`config.mk`:
```
export PLATFORM = sky130hd
export DESIGN_NAME = frame_peak_rms_meter
export DESIGN_NICKNAME = d
export VERILOG_FILES = /design/src/rtl/fprm_pkg.sv /design/src/rtl/fprm_root_unit.sv /design/src/rtl/frame_peak_rms_meter.sv
export SDC_FILE = /design/constraint.sdc
export NUM_CORES = 1
export LEC_CHECK = 0
export BUFFER_PORTS_ARGS = -buffer_cell sky130_fd_sc_hd__buf_4
export CORE_MARGIN = 4
export CORE_UTILIZATION = 45
export DETAILED_ROUTE_END_ITERATION = 10
export PLACE_DENSITY = 0.7
export SLEW_MARGIN = 25
export SYNTH_ARGS = -nofsm -noshare
export SYNTH_HDL_FRONTEND = slang
export SYNTH_SLANG_ARGS = --single-unit
```
`constraint.sdc`:
```
create_clock -name clock -period 8.5 [get_ports clock]
set_clock_uncertainty 0.2 [all_clocks]
set_input_delay 1.7 -clock clock [delete_from_list [all_inputs] [get_ports clock]]
set_output_delay 1.7 -clock clock [all_outputs]
set_load 0.005 [all_outputs]
```
`src/rtl/fprm_pkg.sv`:
```
// Shared types and constants for the frame peak / RMS meter.
// Used by fprm_root_unit, frame_peak_rms_meter, fprm_level_checker and frame_peak_rms_meter_test; no dependencies.
`timescale 1ns / 1ps
`default_nettype none

package fprm_pkg;

   localparam int COUNT_WIDTH = 12;
   localparam int CNT_W       = COUNT_WIDTH;
   localparam int LEN_W       = 12;
   localparam int SMP_W       = 16;
   localparam int PROD_W      = 2 * SMP_W;
   localparam int SUM_W       = 42;
   localparam int ROOT_W      = SUM_W / 2;
   localparam int UNIT_W      = ROOT_W + 2;
   localparam int STEP_W      = $clog2(SUM_W);
   localparam int CMP_W       = (CNT_W + 1 > LEN_W) ? CNT_W + 1 : LEN_W;

   localparam int SAMPLE_RATE = 44100;
   localparam int FRAME_RATE  = 25;
   localparam logic [LEN_W-1:0] LEN_RESET = LEN_W'(SAMPLE_RATE / FRAME_RATE);
   localparam logic [CMP_W-1:0] COUNT_MAX = CMP_W'((1 << CNT_W) - 1);

   typedef enum logic [1:0] {
      T_IDLE,
      T_MUL,
      T_ACC,
      T_WAIT
   } fprm_top_state_type;

   typedef enum logic [1:0] {
      U_IDLE,
      U_DIV,
      U_SQRT,
      U_DONE
   } fprm_unit_state_type;

   typedef struct packed {
      logic             start;
      logic             ack;
      logic [SUM_W-1:0] sum;
      logic [CNT_W-1:0] divisor;
   } fprm_unit_ctrl_type;

   typedef struct packed {
      logic             busy;
      logic             done;
      logic [SMP_W-1:0] rms;
   } fprm_unit_status_type;

endpackage

`default_nettype wire

```
`src/rtl/fprm_root_unit.sv`:
```
// Mean-square divide and integer square root on one shared subtractor.
// Restoring divide (SUM_W steps), then digit-by-digit root (ROOT_W steps).
// Depends on fprm_pkg.
`timescale 1ns / 1ps
`default_nettype none

module fprm_root_unit
   import fprm_pkg::*;
(
   input  wire logic                 clock,
   input  wire logic                 reset,
   input  wire fprm_unit_ctrl_type   ctrl,
   output fprm_unit_status_type      status
);

   fprm_unit_state_type state_ff, state_in;
   logic [STEP_W-1:0]   step_ff, step_in;
   logic [SUM_W-1:0]    work_ff, work_in;
   logic [UNIT_W-1:0]   rem_ff, rem_in;
   logic [ROOT_W-1:0]   root_ff, root_in;
   logic [CNT_W-1:0]    div_ff, div_in;

   logic [UNIT_W-1:0]   op_a;
   logic [UNIT_W-1:0]   op_b;
   logic [UNIT_W:0]     diff;
   logic                borrow;

   assign diff   = {1'b0, op_a} - {1'b0, op_b};
   assign borrow = diff[UNIT_W];

   always_ff @(posedge clock) begin
      if (reset) begin
         state_ff <= U_IDLE;
      end else begin
         state_ff <= state_in;
      end
      step_ff <= step_in;
      work_ff <= work_in;
      rem_ff  <= rem_in;
      root_ff <= root_in;
      div_ff  <= div_in;
   end

   always_comb begin
      op_a = {rem_ff[UNIT_W-2:0], work_ff[SUM_W-1]};
      op_b = UNIT_W'(div_ff);
      if (state_ff == U_SQRT) begin
         op_a = {rem_ff[UNIT_W-3:0], work_ff[SUM_W-1 -: 2]};
         op_b = {root_ff, 2'b01};
      end
   end

   always_comb begin
      state_in = state_ff;
      step_in  = step_ff;
      work_in  = work_ff;
      rem_in   = rem_ff;
      root_in  = root_ff;
      div_in   = div_ff;
      case (state_ff)
         U_IDLE: begin
            if (ctrl.start) begin
               work_in  = ctrl.sum;
               div_in   = ctrl.divisor;
               rem_in   = '0;
               step_in  = '0;
               state_in = U_DIV;
            end
         end
         U_DIV: begin
            rem_in  = borrow ? op_a : diff[UNIT_W-1:0];
            work_in = {work_ff[SUM_W-2:0], ~borrow};
            step_in = step_ff + 1'b1;
            if (step_ff == STEP_W'(SUM_W - 1)) begin
               rem_in   = '0;
               root_in  = '0;
               step_in  = '0;
               state_in = U_SQRT;
            end
         end
         U_SQRT: begin
            rem_in  = borrow ? op_a : diff[UNIT_W-1:0];
            root_in = {root_ff[ROOT_W-2:0], ~borrow};
            work_in = {work_ff[SUM_W-3:0], 2'b00};
            step_in = step_ff + 1'b1;
            if (step_ff == STEP_W'(ROOT_W - 1)) begin
               state_in = U_DONE;
            end
         end
         U_DONE: begin
            if (ctrl.ack) begin
               state_in = U_IDLE;
            end
         end
         default: begin
            state_in = U_IDLE;
         end
      endcase
   end

   assign status.busy = (state_ff != U_IDLE);
   assign status.done = (state_ff == U_DONE);
   assign status.rms  = root_ff[SMP_W-1:0];

   assert property (@(posedge clock) disable iff (reset)
      (state_ff == U_DIV) && (step_ff == STEP_W'(SUM_W - 1)) |=> (state_ff == U_SQRT))
      else $error("divide did not hand over to root");
   assert property (@(posedge clock) disable iff (reset)
      (state_ff == U_DIV) |-> (rem_ff < UNIT_W'(div_ff)) || (div_ff == '0))
      else $error("divide remainder not below divisor");
   assert property (@(posedge clock) disable iff (reset)
      (state_ff == U_SQRT) |-> (step_ff < STEP_W'(ROOT_W)))
      else $error("root step count overrun");

endmodule

`default_nettype wire

```
`src/rtl/frame_peak_rms_meter.sv`:
```
// Frame peak and RMS level meter, top level.
// Depends on fprm_pkg and fprm_root_unit.
//
// Takes one signed 16-bit sample per req beat. An ordinary sample passes
// through accept, square on the 16x16 multiplier and accumulate. The sample
// that closes a frame also runs the shared subtractor through a 42-step
// restoring divide of the sum of squares by the sample count and a 21-step
// square root; req_stall stays high until both are done and the previous
// result is taken. One rsp beat per frame carries peak and RMS; it is
// held in an output register so the next frame accumulates while it waits.
`timescale 1ns / 1ps
`default_nettype none

module frame_peak_rms_meter
   import fprm_pkg::*;
(
   input  wire logic             clock,
   input  wire logic             reset,
   input  wire logic             req_valid,
   output      logic             req_stall,
   input  wire logic signed [SMP_W-1:0] req_sample,
   output      logic             rsp_valid,
   input  wire logic             rsp_stall,
   output      logic [SMP_W-1:0] rsp_peak_level,
   output      logic [SMP_W-1:0] rsp_rms_level,
   input  wire logic             csr_valid,
   output      logic             csr_ready,
   input  wire logic [LEN_W-1:0] csr_frame_length
);

   fprm_top_state_type   state_ff, state_in;
   logic [LEN_W-1:0]     len_ff, len_in;
   logic [CNT_W-1:0]     count_ff, count_in;
   logic [SMP_W-1:0]     peak_ff, peak_in;
   logic [SUM_W-1:0]     sum_ff, sum_in;
   logic [SMP_W-1:0]     mag_ff, mag_in;
   logic [PROD_W-1:0]    prod_ff, prod_in;
   logic [SMP_W-1:0]     hold_ff, hold_in;
   logic                 rsp_valid_ff, rsp_valid_in;
   logic [SMP_W-1:0]     rsp_peak_ff, rsp_peak_in;
   logic [SMP_W-1:0]     rsp_rms_ff, rsp_rms_in;

   fprm_unit_ctrl_type   unit_ctrl;
   fprm_unit_status_type unit_status;

   logic [SMP_W-1:0]     raw;
   logic [CMP_W-1:0]     len_ext;
   logic [CMP_W-1:0]     len_eff;
   logic [CMP_W-1:0]     taken;
   logic [SMP_W-1:0]     peak_new;
   logic [SUM_W-1:0]     sum_new;
   logic                 req_take;
   logic                 rsp_free;

   fprm_root_unit u_root (
      .clock  (clock),
      .reset  (reset),
      .ctrl   (unit_ctrl),
      .status (unit_status)
   );

   assign raw      = req_sample;
   assign req_take = req_valid && !req_stall;
   assign rsp_free = !rsp_valid_ff || !rsp_stall;

   assign len_ext  = CMP_W'(len_ff);
   assign taken    = CMP_W'(count_ff) + 1'b1;
   assign peak_new = (mag_ff > peak_ff) ? mag_ff : peak_ff;
   assign sum_new  = sum_ff + SUM_W'(prod_ff);

   always_comb begin
      len_eff = len_ext;
      if (len_ext > COUNT_MAX) begin
         len_eff = COUNT_MAX;
      end
      if (len_ext == '0) begin
         len_eff = CMP_W'(1);
      end
   end

   always_ff @(posedge clock) begin
      if (reset) begin
         state_ff     <= T_IDLE;
         len_ff       <= LEN_RESET;
         count_ff     <= '0;
         peak_ff      <= '0;
         sum_ff       <= '0;
         rsp_valid_ff <= 1'b0;
      end else begin
         state_ff     <= state_in;
         len_ff       <= len_in;
         count_ff     <= count_in;
         peak_ff      <= peak_in;
         sum_ff       <= sum_in;
         rsp_valid_ff <= rsp_valid_in;
      end
      mag_ff      <= mag_in;
      prod_ff     <= prod_in;
      hold_ff     <= hold_in;
      rsp_peak_ff <= rsp_peak_in;
      rsp_rms_ff  <= rsp_rms_in;
   end

   always_comb begin
      state_in     = state_ff;
      len_in       = len_ff;
      count_in     = count_ff;
      peak_in      = peak_ff;
      sum_in       = sum_ff;
      mag_in       = mag_ff;
      prod_in      = prod_ff;
      hold_in      = hold_ff;
      rsp_valid_in = rsp_valid_ff && rsp_stall;
      rsp_peak_in  = rsp_peak_ff;
      rsp_rms_in   = rsp_rms_ff;
      req_stall    = 1'b1;
      csr_ready    = 1'b0;
      unit_ctrl    = '{start: 1'b0, ack: 1'b0, sum: sum_new,
                       divisor: taken[CNT_W-1:0]};
      case (state_ff)
         T_IDLE: begin
            req_stall = 1'b0;
            csr_ready = 1'b1;
            if (csr_valid) begin
               len_in = csr_frame_length;
            end
            if (req_take) begin
               mag_in   = raw[SMP_W-1] ? SMP_W'(~raw + 1'b1) : raw;
               state_in = T_MUL;
            end
         end
         T_MUL: begin
            prod_in  = mag_ff * mag_ff;
            state_in = T_ACC;
         end
         T_ACC: begin
            if (taken < len_eff) begin
               count_in = taken[CNT_W-1:0];
               peak_in  = peak_new;
               sum_in   = sum_new;
               state_in = T_IDLE;
            end else begin
               unit_ctrl.start = 1'b1;
               hold_in  = peak_new;
               count_in = '0;
               peak_in  = '0;
               sum_in   = '0;
               state_in = T_WAIT;
            end
         end
         T_WAIT: begin
            if (unit_status.done && rsp_free) begin
               unit_ctrl.ack = 1'b1;
               rsp_valid_in  = 1'b1;
               rsp_peak_in   = hold_ff;
               rsp_rms_in    = unit_status.rms;
               state_in      = T_IDLE;
            end
         end
         default: begin
            state_in = T_IDLE;
         end
      endcase
   end

   assign rsp_valid      = rsp_valid_ff;
   assign rsp_peak_level = rsp_peak_ff;
   assign rsp_rms_level  = rsp_rms_ff;

   assert property (@(posedge clock) disable iff (reset)
      count_ff != CNT_W'(COUNT_MAX))
      else $error("sample count reached its limit");
   assert property (@(posedge clock) disable iff (reset)
      unit_ctrl.start |-> !unit_status.busy)
      else $error("root unit started while busy");
   assert property (@(posedge clock) disable iff (reset)
      rsp_valid |-> (rsp_rms_level <= rsp_peak_level))
      else $error("rms level above peak level");
   assert property (@(posedge clock) disable iff (reset)
      rsp_valid |-> (rsp_peak_level <= 16'h8000))
      else $error("peak level out of range");
   assert property (@(posedge clock) disable iff (reset)
      req_valid && !req_stall |=> (state_ff == T_MUL))
      else $error("accepted sample not squared");

endmodule

`default_nettype wire

```
---- After elaboration in Yosys (flattened, before gate mapping) ----
Cells that the tools add are included.
storage, ports and cells
  bits in registers ....................... 286
  input bits .............................. 33
  logic and storage cells ................. 101
cells by class
  $add $sub $neg .......................... 5
  multiply operators ...................... 1
  $lt $le $gt $ge ......................... 3
  equal/unequal tests ..................... 14
  mux-type cells .......................... 37
  bitwise operators ....................... 3
  reduce and logical (&&, ||, !) cells .... 20
operators by type and width
  kind                                                             count
  42-bit one-hot mux with 3 select lines                           1
  42-bit 2-to-1 mux                                                2
  22-bit 2-to-1 mux                                                3
  22-bit one-hot mux with 3 select lines                           1
  23-bit 2-to-1 mux                                                2
  42-bit by 32-bit adder with 42-bit output                        1
  21-bit one-hot mux with 2 select lines                           1
  12-bit 2-to-1 mux                                                3
  16-bit by 16-bit multiplier with 32-bit output                   1
  16-bit 2-to-1 mux                                                2
  23-bit by 23-bit subtractor with 24-bit output                   1
  21-bit 2-to-1 mux                                                1
  6-bit one-hot mux with 3 select lines                            1
  16-bit by 1-bit adder with 16-bit output, second input constant  1
  16-bit > comparator                                              1
  16-bit NOT                                                       1
  2-bit one-hot mux with 4 select lines                            2
  2-bit AND reduction                                              8
  15-bit 2-to-1 mux                                                1
  2-bit 2-to-1 mux                                                 7
  12-bit by 1-bit adder with 13-bit output, second input constant  1
  13-bit zero test                                                 1
  13-bit < comparator                                              1
  12-bit > comparator, second input constant                       1
  17 further kinds                                                 38

---- Logic depth before layout (Yosys ltp) ----
  word-level depth ........................ 8
  mapped depth ............................ 26
  gate-level depth less buffers ........... 24

---- Modules after synthesis ----
From an unflattened synthesis, not the netlist that was laid out.
second synthesis, totals
  cell total of the unflattened synthesis .. 2277
  area total of the unflattened synthesis .. 22664.2 um^2
by module, submodules not included
  module                instances  cells an instance  area each (um^2)  sequential area each (um^2)
  frame_peak_rms_meter  1          1668               16119.2           4554.4
  fprm_root_unit        1          609                6545.0            3133.0

---- Worst setup path after synthesis ----
No wires, ideal clock.
  path type ............................... register -> register
  start point ............................. reg mag_ff[4]
  end point ............................... reg prod_ff[31] (data pin)
  data arrival time ....................... 6.095 ns
  data required time ...................... 8.040 ns
  path slack .............................. 1.945 ns
  cell stages (with the launch flop) ...... 23
  buffers on the path ..................... 2
  period minus slack after synthesis ...... 6.555 ns
  cells stage by stage .................... edfxtp_1 clkbuf_1 clkbuf_1 nand2_1 fa_1 inv_1 fa_1 fa_1 fa_1 fa_1 inv_1 fa_1 inv_1 ha_1 a21o_1 a21oi_1 o31ai_1 a21o_1 a41o_1 a41oi_1 o21ai_0 a21oi_1 xnor2_1
on the way
  longest elaborated chain between the ends .. 1
RTL lines
  element                                         RTL line                     RTL
  start: declaration                              frame_peak_rms_meter.sv:36   logic [SMP_W-1:0] mag_ff, mag_in;
  start signal: assignment                        frame_peak_rms_meter.sv:97   mag_ff <= mag_in;
  16-bit by 16-bit multiplier with 32-bit output  frame_peak_rms_meter.sv:133  prod_in = mag_ff * mag_ff;
  end signal: assignment                          frame_peak_rms_meter.sv:98   prod_ff <= prod_in;
  end: declaration                                frame_peak_rms_meter.sv:37   logic [PROD_W-1:0] prod_ff, prod_in;
Every way passes these cells.
A chain may end at the register's enable or synchronous reset.

---- Worst setup path after layout ----
  start point ............................. reg mag_ff[0]
  end point ............................... reg prod_ff[28] (data pin)
Same word-level chain as after synthesis.

==> summary.txt <==
Synthesis
  – Post-synthesis compound-gate area fraction: 0.146
  – Mapped Area: 22400 um2
  – Yosys top cell area share: 0.265
  – Asr flop ratio synth: 0
  – Synth area leader: edfxtp_1
  – Main synth FF type: edfxtp_1
  – Synth cell types: 71
  – Mux cell area share after synthesis: 0.0134
  – Combinational family with the most area after synthesis: adder cells
  – Area contributors post-synth: edfxtp_1 (27%), fa_1 (15%), ha_1 (11%), dfxtp_1 (7.8%), inv_1 (5.5%)
  – #FFs+latches synth: between 200 and 300
  – Sequential cell area fraction in the yosys report: 0.343
  – Synth Area in Simple Gates: 0.123
  – Number of enable flip-flop cells after synthesis: roughly 200
  – XOR/XNOR Fraction of Synth Area: 0.0465
  – Syn Nets: about 2700
  – Yosys warning count: 0
  – Adder-cell share of the synthesized area: 0.256
  – Synthesized area per cell: about 10 um2
  – Mapped Cells: around 2300

Route
  – Initial DRC count: between 1000 and 1500
  – Final Routed Wirelength: 51500 um
  – Drt first pass iters: 5
  – Wl on met1: 21700 um
  – DR top layer: met4
  – Final ANT Viol Nets: 0
  – Post-DR wirelength/cell: 17.1 um
  – Vias per inst: between 5 and 6
  – Post-route DRC: 0
  – Met3 wire len: about 2600 um
  – Routed via count: around 16000
  – Met2 WL: 25600 um

Global route
  – All-Layer GR Usage: 0.192
  – Largest net degree at the start of global routing: 70
  – Total gr overflow: 0
  – Initial antenna violation count: 0
  – First-pass GRT wire length: 85300 um
  – Vias in the first global route: between 15000 and 20000

STA
  – Setup WS post-layout: between 1 and 1.5 ns
  – Fin. Hold Viols: 0
  – RSZ-0062 raised after global routing: false
  – Highest clock rate: 140 MHz
  – Worst slew pin tran: roughly 0.95 ns
  – Final setup TNS: 0 ns
  – Fin crit share: 0.843
  – Fin crit period: approximately 7.2 ns
  – Smallest hold slack: between 0.2 and 0.25 ns
  – Final setup violation count: 0
  – Pins Over Slew Limit: 0
  – Slew margin rel.: 0.363

Clock tree
  – CTS tree: yes
  – Clock Pin Slew Worst Setup and Hold Paths: 0.06 ns
  – Setup bufs post-CTS: 0
  – Clock latency on the worst-skew pair: 0.56 ns
  – Root buffer cell: clkbuf_16
  – H-tree depth: 2
  – Inserted Clock Buffers: 34
  – CTS Buffer Depth: 3
  – Sink Count: roughly 290
  – Hold-fix buffers at CTS: 0
  – PostCTS Resize Cnt: 0

Placed design
  – Final HPWL DP: ~39000 um
  – Placer Congestion: 0.992
  – Post-place setup slack: between 1 and 1.5 ns
  – DP Area: 23500 um2
  – # port buffers: 67

Run
  – Max_cap viols: 0

Power
  – Power per cell area: about 440 nW/um2
  – Max IR drop VDD: 0.464 mV
  – Pleak: around 0.011 uW
  – Switching part of the total: 0.467
  – Clock share of power: 0.136
  – Comb pwr share: 0.664
  – Sequential share of power: 0.200
  – P_sw: 5020 uW
  – Int Pwr: approximately 5700 uW

Floorplanning
  – Core footprint: between 40000 and 50000 um2
  – Die Ht: ~230 um
  – Horiz. Die Dim: 231 um
  – Initial Util: 0.457
  – Die ar.: ~53000 um2
  – Num rows: a little over 80
  – I/O pin count: between 60 and 70

Critical path
  – Worst Setup End Kind: flip-flop
  – CP Data Required Time: roughly 8.6 ns
  – Crit Path Class: flip-flop to flip-flop
  – CP Max Fanout: 16
  – Arrival @ worst endpoint: between 7 and 8 ns
  – CP startpoint kind: flip-flop

Cells and area
  – Layout area overhead: 10.0%
  – Share of layout cells above drive strength 1: 0.0790
  – Post-route cell area: between 20000 and 25000 um2
  – Antenna cells: 0
  – Layout net count: 2721

Min path
  – Worst min path class: flip-flop to flip-flop

Run status
  – Run status: finished, final reports clean
## power by group through the flow
stage | registers, uW | clock network (uW) | logic (uW)
2_1_floorplan | 2110 | 0 | 5280
3_3_place_gp | 2170 | 0 | 6860
3_5_place_dp | 2180 | 0 | 7060
4_1_cts | 2150 | 1500 | 7120
5_1_grt | 2170 | 1550 | 8020
6_report | 2150 | 1460 | 7160
## cells by family after synthesis
family,count (synthesis)
simple gates,587
compound gates,502
buf+inv,426
fa+ha+maj,360
flops,285
xor+xnor,119
mux,27
## worst max-delay path: stages, from the launching register on
cell and delay [ns]:
edfxtp_1 0.80, inv_1 0.36, nor2_1 0.29, inv_1 0.10, fa_1 0.47, fa_1 0.54
inv_1 0.05, ha_1 0.32, fa_1 0.51, fa_1 0.54, inv_1 0.06, fa_1 0.53
inv_1 0.06, ha_1 0.34, o21ai_0 0.10, a22oi_1 0.26, nand4_1 0.17, nor3_1 0.37
nor2_1 0.12, a211o_1 0.32, o21bai_1 0.14, a21oi_1 0.09, xnor2_1 0.14
## state kept, by name, indices dropped and copies added, names as in the netlist
| signal | flops |
|---|---|
| count_ff | 12 |
| hold_ff | 16 |
| len_ff | 12 |
| mag_ff | 16 |
| peak_ff | 16 |
| prod_ff | 31 |
| rsp_peak_level | 16 |
| rsp_rms_level | 16 |
| rsp_valid | 1 |
| state_ff | 2 |
| sum_ff | 42 |
| u_root.div_ff | 12 |
| u_root.rem_ff | 22 |
| u_root.root_ff | 21 |
| u_root.state_ff | 2 |
| u_root.step_ff | 6 |
| u_root.work_ff | 42 |
## through the flow
step,power (uW),utilization,instances
floorplan,7390,-,2306
global placement,9030,0.480,2956
detailed placement,9240,0.480,2956
CTS,10800,0.503,3018
global route,11700,0.503,3018
finish,10800,0.503,3018
## synth_stat cells (6+ instances only)
library cell / n
a211o_1: 11
a211oi_1: 7
a21o_1: 59
a21oi_1: 168
a221oi_1: 9
a22o_1: 37
a22oi_1: 26
a31oi_1: 12
and2_1: 71
and3_1: 11
buf_2: 6
clkbuf_1: 84
dfxtp_1: 87
edfxtp_1: 198
fa_1: 165
ha_1: 195
inv_1: 331
mux2_2: 24
nand2_1: 234
nand2b_1: 11
nand3_1: 44
nand4_1: 22
nor2_1: 114
nor2b_1: 14
nor3_1: 20
nor3b_1: 6
nor4_1: 8
o21a_1: 17
o21ai_0: 89
o21bai_1: 14
o31ai_1: 9
or2_2: 6
or3_1: 14
xnor2_1: 87
xor2_1: 32
## layout make-up
type / count / area [um2]
clock inverter: 20 / 228
timing repair buffer: 81 / 608
sequential: 285 / 7690
multi-input combinational: 1595 / 13200
fill: 4498 / 24400
inverter: 331 / 1240
tap: 664 / 831
clock buffer: 42 / 901
## cell usage in the layout, fill, tap and decap left out, types with 14 or more instances in the layout
master	synthesis	layout
nor2_1	114	113
and2_1	71	70
nand2_1	234	234
a21o_1	59	59
clkbuf_16	0	34
mux2_2	24	24
edfxtp_1	198	198
fa_1	165	165
nand3_1	44	44
a22o_1	37	37
a22oi_1	26	26
xnor2_1	87	87
inv_1	331	331
buf_4	1	81
dfxtp_1	87	87
o21ai_0	89	87
o21bai_1	14	14
a21oi_1	168	165
ha_1	195	193
o21a_1	17	17
nand4_1	22	22
nor3_1	20	20
or3_1	14	14
xor2_1	32	32
## per-layer routing
metal,up-vias,GRT usage
li1,7889,-
met1,8080,0.239
met2,416,0.342
met3,111,0.0297
met4,0,0.0667
met5,-,0
## final timing paths
| path | cells after the start | from | slack (ns) | end |
|---|---|---|---|---|
| setup / recovery | 22 | mag_ff[0] | 1.33 | prod_ff[28] |
| hold / removal | 0 | hold_ff[6] | 0.22 | rsp_peak_level[6] |
| setup reg to reg | 22 | mag_ff[0] | 1.33 | prod_ff[28] |
| hold reg to reg | 0 | hold_ff[6] | 0.22 | rsp_peak_level[6] |
Note: power is estimated with default switching activity, not from simulation.
